<file path="config.mk">
export PLATFORM = sky130hd
export DESIGN_NAME = ntfs_data_run_decoder
export DESIGN_NICKNAME = d
export VERILOG_FILES = /design/src/rtl/ndrd_pkg.sv /design/src/rtl/ndrd_parser.sv /design/src/rtl/ndrd_queue.sv /design/src/rtl/ndrd_exec.sv /design/src/rtl/ntfs_data_run_decoder.sv
export SDC_FILE = /design/constraint.sdc
export NUM_CORES = 2
export LEC_CHECK = 0
export BUFFER_PORTS_ARGS = -buffer_cell sky130_fd_sc_hd__buf_2
export CELL_PAD_IN_SITES_DETAIL_PLACEMENT = 2
export CELL_PAD_IN_SITES_GLOBAL_PLACEMENT = 2
export CORE_MARGIN = 4
export CORE_UTILIZATION = 30
export DETAILED_ROUTE_END_ITERATION = 7
export HOLD_SLACK_MARGIN = 0.06
export PLACE_DENSITY = 0.6
export SYNTH_ARGS = -nofsm -noshare
export SYNTH_HDL_FRONTEND = slang
export SYNTH_SLANG_ARGS = --single-unit
</file>
<file path="constraint.sdc">
create_clock -name i_clk -period 15.53 [get_ports i_clk]
set_input_delay 3.106 -clock i_clk [delete_from_list [all_inputs] [get_ports i_clk]]
set_output_delay 3.106 -clock i_clk [all_outputs]
set_load 0.005 [all_outputs]
</file>
<file path="src/rtl/ndrd_pkg.sv">
// Shared types and constants for the data-run list decoder.
package ndrd_pkg;

    // Longest count or offset field a header may announce, in bytes.
    localparam int FIELD_BYTES = 8;

    // Accumulators are one 64-bit word: eight byte lanes.
    localparam int WORD_W     = 64;
    localparam int WORD_BYTES = WORD_W / 8;
    localparam int LANE_W     = 3;

    // Run queue between parser and executor (power of two, pointers wrap).
    localparam int QUEUE_DEPTH = 4;
    localparam int QPTR_W      = $clog2(QUEUE_DEPTH);
    localparam int QCNT_W      = $clog2(QUEUE_DEPTH + 1);

    // One decoded run, or an error marker, as handed to the executor.
    typedef struct packed {
        logic              start;   // header byte opened a new list
        logic              err;     // bad header, list ends
        logic [WORD_W-1:0] total;   // clusters wanted, latched at list start
        logic [WORD_W-1:0] count;   // raw cluster count of the run
        logic [WORD_W-1:0] offset;  // sign-extended cluster offset
    } t_run_rec;

    // Queue status seen by both neighbors.
    typedef struct packed {
        logic full;
        logic empty;
    } t_q_stat;

endpackage

</file>
<file path="src/rtl/ndrd_parser.sv">
// Byte parser: splits headers, count and offset fields into run records.
module ndrd_parser import ndrd_pkg::*; (
    input  logic              i_clk,
    input  logic              i_rst_n,
    input  logic              i_take,
    input  logic [7:0]        i_byte,
    input  logic              i_start,
    input  logic [WORD_W-1:0] i_total,
    output logic              o_push,
    output t_run_rec          o_rec
);

    localparam logic [1:0] PH_HEADER = 2'd0;
    localparam logic [1:0] PH_COUNT  = 2'd1;
    localparam logic [1:0] PH_OFFSET = 2'd2;

    logic [1:0]        r_phase, n_phase;
    logic [3:0]        r_csize, n_csize;
    logic [3:0]        r_osize, n_osize;
    logic [3:0]        r_pos, n_pos;
    logic [WORD_W-1:0] r_count, n_count;
    logic [WORD_W-1:0] r_offset, n_offset;
    logic              r_start, n_start;
    logic [WORD_W-1:0] r_total, n_total;

    logic [1:0]        eff_phase;
    logic [3:0]        pos_inc;
    logic [WORD_W-1:0] count_ins;
    logic [WORD_W-1:0] offset_ins;
    logic [WORD_W-1:0] offset_fin;
    logic              hdr_err;

    always_comb begin
        count_ins  = r_count;
        offset_ins = r_offset;
        offset_fin = r_offset;
        for (int k = 0; k < WORD_BYTES; k++) begin
            if (r_pos[LANE_W-1:0] == LANE_W'(k)) begin
                count_ins[8*k +: 8]  = i_byte;
                offset_ins[8*k +: 8] = i_byte;
                offset_fin[8*k +: 8] = i_byte;
            end else if (LANE_W'(k) > r_pos[LANE_W-1:0] && i_byte[7]) begin
                // sign fill above the top byte of the field
                offset_fin[8*k +: 8] = 8'hff;
            end
        end
    end

    assign pos_inc   = r_pos + 4'd1;
    assign eff_phase = i_start ? PH_HEADER : r_phase;
    assign hdr_err   = (i_byte == 8'd0) || (i_byte[3:0] > 4'(FIELD_BYTES))
                       || (i_byte[7:4] > 4'(FIELD_BYTES));

    always_comb begin
        n_phase  = r_phase;
        n_csize  = r_csize;
        n_osize  = r_osize;
        n_pos    = r_pos;
        n_count  = r_count;
        n_offset = r_offset;
        n_start  = r_start;
        n_total  = r_total;
        o_push   = 1'b0;
        o_rec.start  = r_start;
        o_rec.err    = 1'b0;
        o_rec.total  = r_total;
        o_rec.count  = '0;
        o_rec.offset = '0;
        if (i_take) begin
            unique case (eff_phase)
                PH_HEADER: begin
                    n_start     = i_start;
                    o_rec.start = i_start;
                    if (i_start) begin
                        n_total     = i_total;
                        o_rec.total = i_total;
                    end
                    n_csize  = i_byte[3:0];
                    n_osize  = i_byte[7:4];
                    n_pos    = 4'd0;
                    n_count  = '0;
                    n_offset = '0;
                    if (hdr_err) begin
                        o_push    = 1'b1;
                        o_rec.err = 1'b1;
                        n_phase   = PH_HEADER;
                    end else if (i_byte[3:0] != 4'd0) begin
                        n_phase = PH_COUNT;
                    end else if (i_byte[7:4] != 4'd0) begin
                        n_phase = PH_OFFSET;
                    end else begin
                        o_push  = 1'b1;
                        n_phase = PH_HEADER;
                    end
                end
                PH_COUNT: begin
                    n_count = count_ins;
                    if (pos_inc >= r_csize) begin
                        n_pos = 4'd0;
                        if (r_osize != 4'd0) begin
                            n_phase = PH_OFFSET;
                        end else begin
                            o_push      = 1'b1;
                            o_rec.count = count_ins;
                            n_phase     = PH_HEADER;
                        end
                    end else begin
                        n_pos = pos_inc;
                    end
                end
                PH_OFFSET: begin
                    n_offset = offset_ins;
                    if (pos_inc >= r_osize) begin
                        o_push       = 1'b1;
                        o_rec.count  = r_count;
                        o_rec.offset = offset_fin;
                        n_pos        = 4'd0;
                        n_phase      = PH_HEADER;
                    end else begin
                        n_pos = pos_inc;
                    end
                end
                default: begin
                    n_phase = PH_HEADER;
                end
            endcase
        end
    end

    always_ff @(posedge i_clk) begin
        if (!i_rst_n) begin
            r_phase <= PH_HEADER;
            r_csize <= 4'd0;
            r_osize <= 4'd0;
            r_pos   <= 4'd0;
            r_start <= 1'b0;
        end else begin
            r_phase <= n_phase;
            r_csize <= n_csize;
            r_osize <= n_osize;
            r_pos   <= n_pos;
            r_start <= n_start;
        end
    end

    always_ff @(posedge i_clk) begin
        r_count  <= n_count;
        r_offset <= n_offset;
        r_total  <= n_total;
    end

endmodule

</file>
<file path="src/rtl/ndrd_queue.sv">
// Short run-record queue between parser and executor.
module ndrd_queue import ndrd_pkg::*; (
    input  logic     i_clk,
    input  logic     i_rst_n,
    input  logic     i_push,
    input  t_run_rec i_wdata,
    input  logic     i_pop,
    output t_run_rec o_rdata,
    output t_q_stat  o_stat
);

    t_run_rec            r_mem [QUEUE_DEPTH];
    logic [QPTR_W-1:0]   r_wr_ptr, r_rd_ptr;
    logic [QCNT_W-1:0]   r_cnt;

    assign o_rdata      = r_mem[r_rd_ptr];
    assign o_stat.full  = (r_cnt == QCNT_W'(QUEUE_DEPTH));
    assign o_stat.empty = (r_cnt == '0);

    always_ff @(posedge i_clk) begin
        if (i_push) begin
            r_mem[r_wr_ptr] <= i_wdata;
        end
    end

    always_ff @(posedge i_clk) begin
        if (!i_rst_n) begin
            r_wr_ptr <= '0;
            r_rd_ptr <= '0;
            r_cnt    <= '0;
        end else begin
            if (i_push) begin
                r_wr_ptr <= r_wr_ptr + QPTR_W'(1);
            end
            if (i_pop) begin
                r_rd_ptr <= r_rd_ptr + QPTR_W'(1);
            end
            if (i_push && !i_pop) begin
                r_cnt <= r_cnt + QCNT_W'(1);
            end else if (i_pop && !i_push) begin
                r_cnt <= r_cnt - QCNT_W'(1);
            end
        end
    end

endmodule

</file>
<file path="src/rtl/ndrd_exec.sv">
// Run executor: running cluster address, remaining count, clipping, result register.
module ndrd_exec import ndrd_pkg::*; (
    input  logic              i_clk,
    input  logic              i_rst_n,
    input  t_run_rec          i_rec,
    input  t_q_stat           i_stat,
    output logic              o_pop,
    input  logic              i_out_ready,
    output logic              o_out_valid,
    output logic [WORD_W-1:0] o_lcn,
    output logic [WORD_W-1:0] o_clusters,
    output logic              o_last,
    output logic              o_err
);

    logic [WORD_W-1:0] r_addr, n_addr;
    logic [WORD_W-1:0] r_rem, n_rem;
    logic              r_done, n_done;
    logic              r_out_valid;
    logic [WORD_W-1:0] r_out_lcn, r_out_clusters;
    logic              r_out_last, r_out_err;

    logic              slot_free;
    logic [WORD_W-1:0] base_addr, base_rem, sum_addr, take;
    logic              base_done, clip;
    logic              emit;
    logic [WORD_W-1:0] emit_lcn, emit_clusters;
    logic              emit_last, emit_err;

    assign slot_free = !r_out_valid || i_out_ready;
    assign base_addr = i_rec.start ? '0 : r_addr;
    assign base_rem  = i_rec.start ? i_rec.total : r_rem;
    assign base_done = i_rec.start ? (i_rec.total == '0) : r_done;
    assign sum_addr  = base_addr + i_rec.offset;
    assign clip      = (i_rec.count >= base_rem);
    assign take      = clip ? base_rem : i_rec.count;

    // records for a finished list are dropped without waiting for the output
    assign o_pop = !i_stat.empty && (base_done || slot_free);

    always_comb begin
        n_addr        = r_addr;
        n_rem         = r_rem;
        n_done        = r_done;
        emit          = 1'b0;
        emit_lcn      = sum_addr;
        emit_clusters = take;
        emit_last     = clip;
        emit_err      = 1'b0;
        if (o_pop) begin
            n_addr = base_addr;
            n_rem  = base_rem;
            n_done = base_done;
            if (!base_done) begin
                emit = 1'b1;
                if (i_rec.err) begin
                    n_done        = 1'b1;
                    emit_lcn      = '0;
                    emit_clusters = '0;
                    emit_last     = 1'b1;
                    emit_err      = 1'b1;
                end else begin
                    n_addr = sum_addr;
                    n_rem  = base_rem - take;
                    n_done = clip;
                end
            end
        end
    end

    always_ff @(posedge i_clk) begin
        if (!i_rst_n) begin
            r_addr      <= '0;
            r_rem       <= '0;
            r_done      <= 1'b1;
            r_out_valid <= 1'b0;
        end else begin
            r_addr <= n_addr;
            r_rem  <= n_rem;
            r_done <= n_done;
            if (emit) begin
                r_out_valid <= 1'b1;
            end else if (i_out_ready) begin
                r_out_valid <= 1'b0;
            end
        end
    end

    always_ff @(posedge i_clk) begin
        if (emit) begin
            r_out_lcn      <= emit_lcn;
            r_out_clusters <= emit_clusters;
            r_out_last     <= emit_last;
            r_out_err      <= emit_err;
        end
    end

    assign o_out_valid = r_out_valid;
    assign o_lcn       = r_out_lcn;
    assign o_clusters  = r_out_clusters;
    assign o_last      = r_out_last;
    assign o_err       = r_out_err;

endmodule

</file>
<file path="src/rtl/ntfs_data_run_decoder.sv">
// Top level of the data-run list decoder: config register, parser, queue, executor.
//
//  channel | dir | handshake                     | payload
//  --------+-----+-------------------------------+------------------------------------------
//  s_axis  | in  | s_axis_tvalid / s_axis_tready | tdata[7:0] run_byte; tuser[0] list_start
//  m_axis  | out | m_axis_tvalid / m_axis_tready | tdata[63:0] run_lcn, [127:64] run_clusters;
//          |     |                               | tlast last; tuser[0] error
//  apb     | in  | psel, penable, pwrite, pready | 0x0: run_clusters_total (64 bit)
//
// One byte is taken per cycle while the run queue has room. A run's result is pushed
// into the run queue with its final byte, then moves on into the output register.
// The parser stalls only when the four-entry run queue is full, which happens only
// while m_axis is held off; bytes of a finished list drain without stalling.
// Synchronous active-low reset; afterwards the block is idle until a list_start item.
// run_clusters_total is sampled on the list_start header, so a write applies at the
// next list.
module ntfs_data_run_decoder import ndrd_pkg::*; (
    input  logic          i_clk,
    input  logic          i_rst_n,
    // stream in
    input  logic          s_axis_tvalid,
    output logic          s_axis_tready,
    input  logic [7:0]    s_axis_tdata,   // [7:0] run_byte
    input  logic [0:0]    s_axis_tuser,   // [0] list_start
    // stream out
    output logic          m_axis_tvalid,
    input  logic          m_axis_tready,
    output logic [127:0]  m_axis_tdata,   // [63:0] run_lcn, [127:64] run_clusters
    output logic          m_axis_tlast,   // last
    output logic [0:0]    m_axis_tuser,   // [0] error
    // register port
    input  logic          psel,
    input  logic          penable,
    input  logic          pwrite,
    input  logic [3:0]    paddr,
    input  logic [63:0]   pwdata,
    output logic [63:0]   prdata,
    output logic          pready
);

    localparam logic REG_TOTAL = 1'b0;

    logic [WORD_W-1:0] r_total;
    logic              cfg_wr;

    logic              in_take;
    logic              push, pop;
    t_run_rec          wr_rec, rd_rec;
    t_q_stat           q_stat;

    logic [WORD_W-1:0] out_lcn, out_clusters;
    logic              out_err;

    // register port: always ready, 8-byte register slots
    assign pready = 1'b1;
    assign cfg_wr = psel && penable && pwrite && pready && (paddr[3] == REG_TOTAL);
    assign prdata = (paddr[3] == REG_TOTAL) ? r_total : '0;

    always_ff @(posedge i_clk) begin
        if (!i_rst_n) begin
            r_total <= WORD_W'(1);
        end else if (cfg_wr) begin
            r_total <= pwdata;
        end
    end

    // front side accepts whenever the queue has room
    assign s_axis_tready = !q_stat.full;
    assign in_take       = s_axis_tvalid && s_axis_tready;

    ndrd_parser u_parser (
        .i_clk   (i_clk),
        .i_rst_n (i_rst_n),
        .i_take  (in_take),
        .i_byte  (s_axis_tdata),
        .i_start (s_axis_tuser[0]),
        .i_total (r_total),
        .o_push  (push),
        .o_rec   (wr_rec)
    );

    ndrd_queue u_queue (
        .i_clk   (i_clk),
        .i_rst_n (i_rst_n),
        .i_push  (push),
        .i_wdata (wr_rec),
        .i_pop   (pop),
        .o_rdata (rd_rec),
        .o_stat  (q_stat)
    );

    ndrd_exec u_exec (
        .i_clk       (i_clk),
        .i_rst_n     (i_rst_n),
        .i_rec       (rd_rec),
        .i_stat      (q_stat),
        .o_pop       (pop),
        .i_out_ready (m_axis_tready),
        .o_out_valid (m_axis_tvalid),
        .o_lcn       (out_lcn),
        .o_clusters  (out_clusters),
        .o_last      (m_axis_tlast),
        .o_err       (out_err)
    );

    assign m_axis_tdata = {out_clusters, out_lcn};
    assign m_axis_tuser = out_err;

endmodule

</file>
Word-level counts from Yosys, hierarchy flattened
Memories as Yosys holds them, arrays and structs flattened. A register that Yosys moved wholly into a read port is not among the register bits.
Cells that the tools add are included.
- bits in registers: 538
- bits in latches: 0
- memory bits (writable): 776
- ROM bits: 0
- bits of input ports: 84
- output and inout port bits: 197
- logic and storage cells: 212
- memories kept: 1
- add/sub/neg operators: 7
- $mul: 0
- divide/modulo/power cells: 0
- magnitude comparators: 13
- equal/unequal tests: 20
- shift-type cells: 0
- multiplexer cells: 92
- bitwise operators: 2
- reductions and logical operators: 50
- memories (memory ; depth ; width ; read ports ; clocked after Yosys merged registers in ; write ports ; RTL line ; RTL):
    u_queue.r_mem ; 4 ; 194 ; 1 ; 1 ; 1 ; ndrd_queue.sv:12 ; t_run_rec r_mem [QUEUE_DEPTH];
- operators with widths (kind ; count):
    $mux 64 ; 18
    $pmux 64 s2 ; 3
    $mux 8 ; 32
    $mux 194 ; 1
    $mux 128 ; 1
    $mux 66 ; 1
    $add 64x64->64 ; 1
    $ge 64x64->1 ; 1
    $logic_not 64->1 ; 1
    $sub 64x64->64 ; 1
    $reduce_and 3->1 ; 9
    $mux 1 ; 20
    $ne 2x1->1 const B ; 10
    $mux 2 ; 9
    $eq 3x3->1 const B ; 5
    $logic_and 1x1->1 ; 15
    $gt 3x3->1 const A ; 4
    $pmux 4 s3 ; 1
    $reduce_bool 4->1 ; 3
    $ge 4x4->1 ; 2
    $gt 4x4->1 const B ; 2
    $logic_not 8->1 ; 1
    $mux 4 ; 2
    $reduce_bool 2->1 ; 4
    other kinds (21) ; 37

Logic depth before layout (Yosys ltp)
- depth after elaboration: 10
- depth in mapped cells: 40
- depth with buffers taken out: 27

By module
From an unflattened synthesis, not the netlist that was laid out.
- cells, all modules: 5120
- area total of the unflattened synthesis: 64784.6 um^2
- by module, submodules not included (module ; instances ; cells an instance ; area an instance (um^2) ; sequential area each (um^2)):
    ndrd_queue ; 1 ; 1057 ; 28451.0 ; 23482.5
    ndrd_exec ; 1 ; 2625 ; 21075.2 ; 6506.2
    ndrd_parser ; 1 ; 1085 ; 12203.0 ; 6065.8
    ntfs_data_run_decoder ; 1 ; 353 ; 3055.4 ; 1281.2

Least setup slack after synthesis
OpenSTA, ideal clock, no wires.
- kind: input-to-reg
- start: input s_axis_tuser
- end: memory u_queue.r_mem[0][0] (netlist bit) (enable)
- library setup time: 578 ps
- data arrival time: 9382 ps
- data required time: 14952 ps
- slack: 5570 ps
- stages on the path: 9
- path buffers: 3
- cells stage by stage: clkbuf_1 > clkbuf_1 > nand2b_1 > ha_1 > clkbuf_1 > nor2b_1 > a221oi_1 > nor2_1 > and2_1
- longest elaborated chain between the ends: 6
- elaborated cells between the ends (all ways): 8
- those cells by class: eq/ne (2); mux (5); reduce/logical (1)
- ends and longest elaborated chain (element ; RTL line ; RTL):
    start: declaration ; ntfs_data_run_decoder.sv:24 ; input logic [0:0] s_axis_tuser,
    $mux 2 * ; ndrd_parser.sv:50 ; assign eff_phase = i_start ? PH_HEADER : r_phase;
    $eq 2x2->1 (tied with other cells) ; ndrd_parser.sv:70 ; unique case (eff_phase)
    $pmux 1 s3 * ; ndrd_parser.sv:70 ;
    $mux 1 * ; ndrd_parser.sv:69 ; if (i_take) begin
    named net push ; ntfs_data_run_decoder.sv:47 ; logic push, pop;
    $mux 1 * ; ndrd_queue.sv:21 ; if (i_push) begin
    $mux 1 (implied by the code) * ; ndrd_queue.sv:22 ; r_mem[r_wr_ptr] <= i_wdata;
    end: declaration ; ndrd_queue.sv:12 ;
The timed path passes the listed nets; every way through them passes the cells marked *.

==> results.cfg <==
[status]
run_status = completed

[timing]
drv_slew = 0
skew_ns = 0.0474
hold_ws_ns = 0.451
setup_tns_ns = 0
setup_viol = 0
rsz0062_at_grt = false
fmax_mhz = 96.4
tightest_slew_ns = 1.11
period_minus_slack_ns = 10.37
finalCritPeriodShare = 0.668
slew_headroom = 0.255
hold_viol_final = 0

[pwr]
powerDensity_nw_per_um2 = 238
vdd_drop_max_uv = 141
p_leak_nw = 26.2
total_power_mw = 17.4

[synth]
seq_area_frac_synth = 0.586
synth_cell_type_count = 104
syn_inst = 5139
synth-main-ff-cell = edfxtp_1
netlist_area_sq_um = 63700
avgSynthCellArea_sq_um = 12.4
synth_area_leaders = edfxtp_1, mux4_2, dfxtp_1
synth_edf_count = 1098
synth_top_area_frac = 0.518
synth_seq_cells = 1316
yosysWarnings = 0
syn_nets = 5405
synthArstFlopShare = 0
yosysTopAreaCell = edfxtp_1

[setup_path]
crit_required_ns = 16.21
crit_type = flop to flop
crit_arrival_ns = 11.05
crit_path_end_kind = flop
cpLargestDelayFamily = compound AO/OA/AOI/OAI gates
start_kind = flop
critPathMaxFanout = 45
path_common_cell = buf_4
slowest_delay_ns = 0.73
regToRegSetupSlack_ns = 5.16
worstPathBufferInverterCount = 5
cpMaxStageDelayCell = buf_4

[cells_and_area]
nets = 5588
syn2layout_area_growth_pct = 14.9
layout_commonest_cell = edfxtp_1
fin_cells = 8267
utilization = 0.348
layout-drive-gt1-share = 0.185
layout_common_cells = edfxtp_1, nand2_1, nor2_1

[clock_tree]
cts_resized = 0
htree_num_levels = 4
post-cts-setup-buffer-count = 0
clockRootBuffer = clkbuf_16
clk_path_buf_depth = 3
cts_inserted_buffers = 156
insertion_delay_ns = 0.83
cts_tree = done
holdBufCountCts = 0
clkSinkCount = 1316
clk_pin_slew_ns = 0.06

[place]
place.gp.congestion = 0.824
dp.cells = 7969
portBuffers = 276
hpwlAfterDp_microns = 146000

[floorplanning]
placementRows = 168
ioPinCount = 281
placeableCoreArea_sq_um = 210000
dieHeight_microns = 469
die_w_microns = 469
initial_core_util = 0.303
die_area_sq_um = 220000

[global_routing]
grt_overflow = 0
antenna_found_initial = 21
grt_pass1_wl_microns = 323000
grt_pass1_vias = 47600
grt_max_degree = 92
grt_use_total = 0.196

[route]
vias = 43700
drtAntennaViolNets = 0
routedWlPerCell_microns = 26.4
via_per_inst = 5.29
routed_wl_microns = 218000
first_iter_violations = 2999
dr.pass1.iters = 5
drc_errors = 0

[run]
drv_cap = 0

[min_path]
holdCritPathClass = flop to flop
==> registers in the layout, summed over array words and instances (netlist names), named ones only <==
signal              cells
u_parser.r_start        1
u_exec.r_done           1
u_parser.r_osize        4
u_parser.r_offset      64
u_queue.r_wr_ptr        2
u_queue.r_cnt           3
u_parser.r_count       64
u_queue.r_rd_ptr        2
u_exec.o_err            1
u_parser.r_phase        2
u_queue.r_mem         776
u_parser.r_total       64
u_exec.r_rem           64
u_exec.o_lcn           64
u_parser.r_pos          4
u_exec.o_last           1
u_parser.r_csize        4
u_exec.o_out_valid      1
u_exec.r_addr          64
r_total                64
u_exec.o_clusters      64
==> area by class of cell <==
cell class | instances | area [sq um]
fillers | 21800 | 137000
flip-flops and latches | 1316 | 37300
multi-input cells | 3395 | 24700
clock buffers | 191 | 4150
well taps | 2805 | 3510
repair buffers | 350 | 1960
clock inverters | 97 | 1090
inverters | 103 | 398
diodes | 10 | 25.0
==> metrics by stage <==
stage	area, sq um	worst slack (ns)
floorplan	63700	5.57
global placement	67900	5.32
detailed placement	67900	5.06
CTS	73100	5.01
global route	73100	4.64
finish	73200	5.16
==> synthesized netlist by cell type (69+ instances only) <==
master	n
a21o_1	89
o22ai_1	69
a21boi_0	72
a22oi_1	78
o21ai_0	215
inv_1	91
ha_1	179
dfxtp_1	218
clkbuf_1	250
xnor2_1	70
mux4_2	194
nand2_1	560
nor2_1	455
nor2b_1	158
mux2_2	144
a21oi_1	323
edfxtp_1	1098
==> worst reg2reg max path: cells and delay by family (launching register included) <==
family	cells	cell delay (ns)
compound gates	12	3.49
mux	2	0.66
fa+ha+maj	3	0.83
simple gates	9	2.41
flops	1	0.61
buf+inv	5	2.25
==> per-layer routing <==
layer | up-vias | GRT usage | routed length (microns)
met5 | - | 0 | 7
met2 | 854 | 0.319 | 103000
met3 | 240 | 0.0271 | 9320
li1 | 19700 | - | -
met1 | 22900 | 0.274 | 101000
met4 | 2 | 0.0504 | 5020
==> power by group <==
part / total (mW) / internal, mW / switching, mW
Sequential: 4.84 / 4.64 / 0.201
Combinational: 8.81 / 2.89 / 5.93
Clock: 3.76 / 2.17 / 1.59
Total: 17.4 / 9.70 / 7.71
==> logic make-up (layout without fill, tap and decap cells) <==
| family | count (synthesis) | count (layout) | share of synthesized area |
|---|---|---|---|
| simple gates | 1511 | 1511 | 0.108 |
| other cells | 1 | 11 | 0.0000589 |
| compound gates | 1156 | 1156 | 0.117 |
| flops | 1316 | 1316 | 0.586 |
| xor+xnor | 121 | 121 | 0.0166 |
| buf+inv | 428 | 741 | 0.0275 |
| mux | 410 | 410 | 0.107 |
| fa+ha+maj | 196 | 196 | 0.0383 |
==> worst paths after layout <==
check	startpoint	endpoint	cells after the start
setup / recovery	flop	u_exec.r_rem[44]$_SDFFE_PN0P_	31
hold / removal	u_exec.r_addr[32]$_SDFFE_PN0P_	u_exec.r_addr[32]$_SDFFE_PN0P_	2
setup reg to reg	flop	u_exec.r_rem[44]$_SDFFE_PN0P_	31
hold reg to reg	u_exec.r_addr[32]$_SDFFE_PN0P_	u_exec.r_addr[32]$_SDFFE_PN0P_	2
Note: power is estimated with default switching activity, not from simulation.
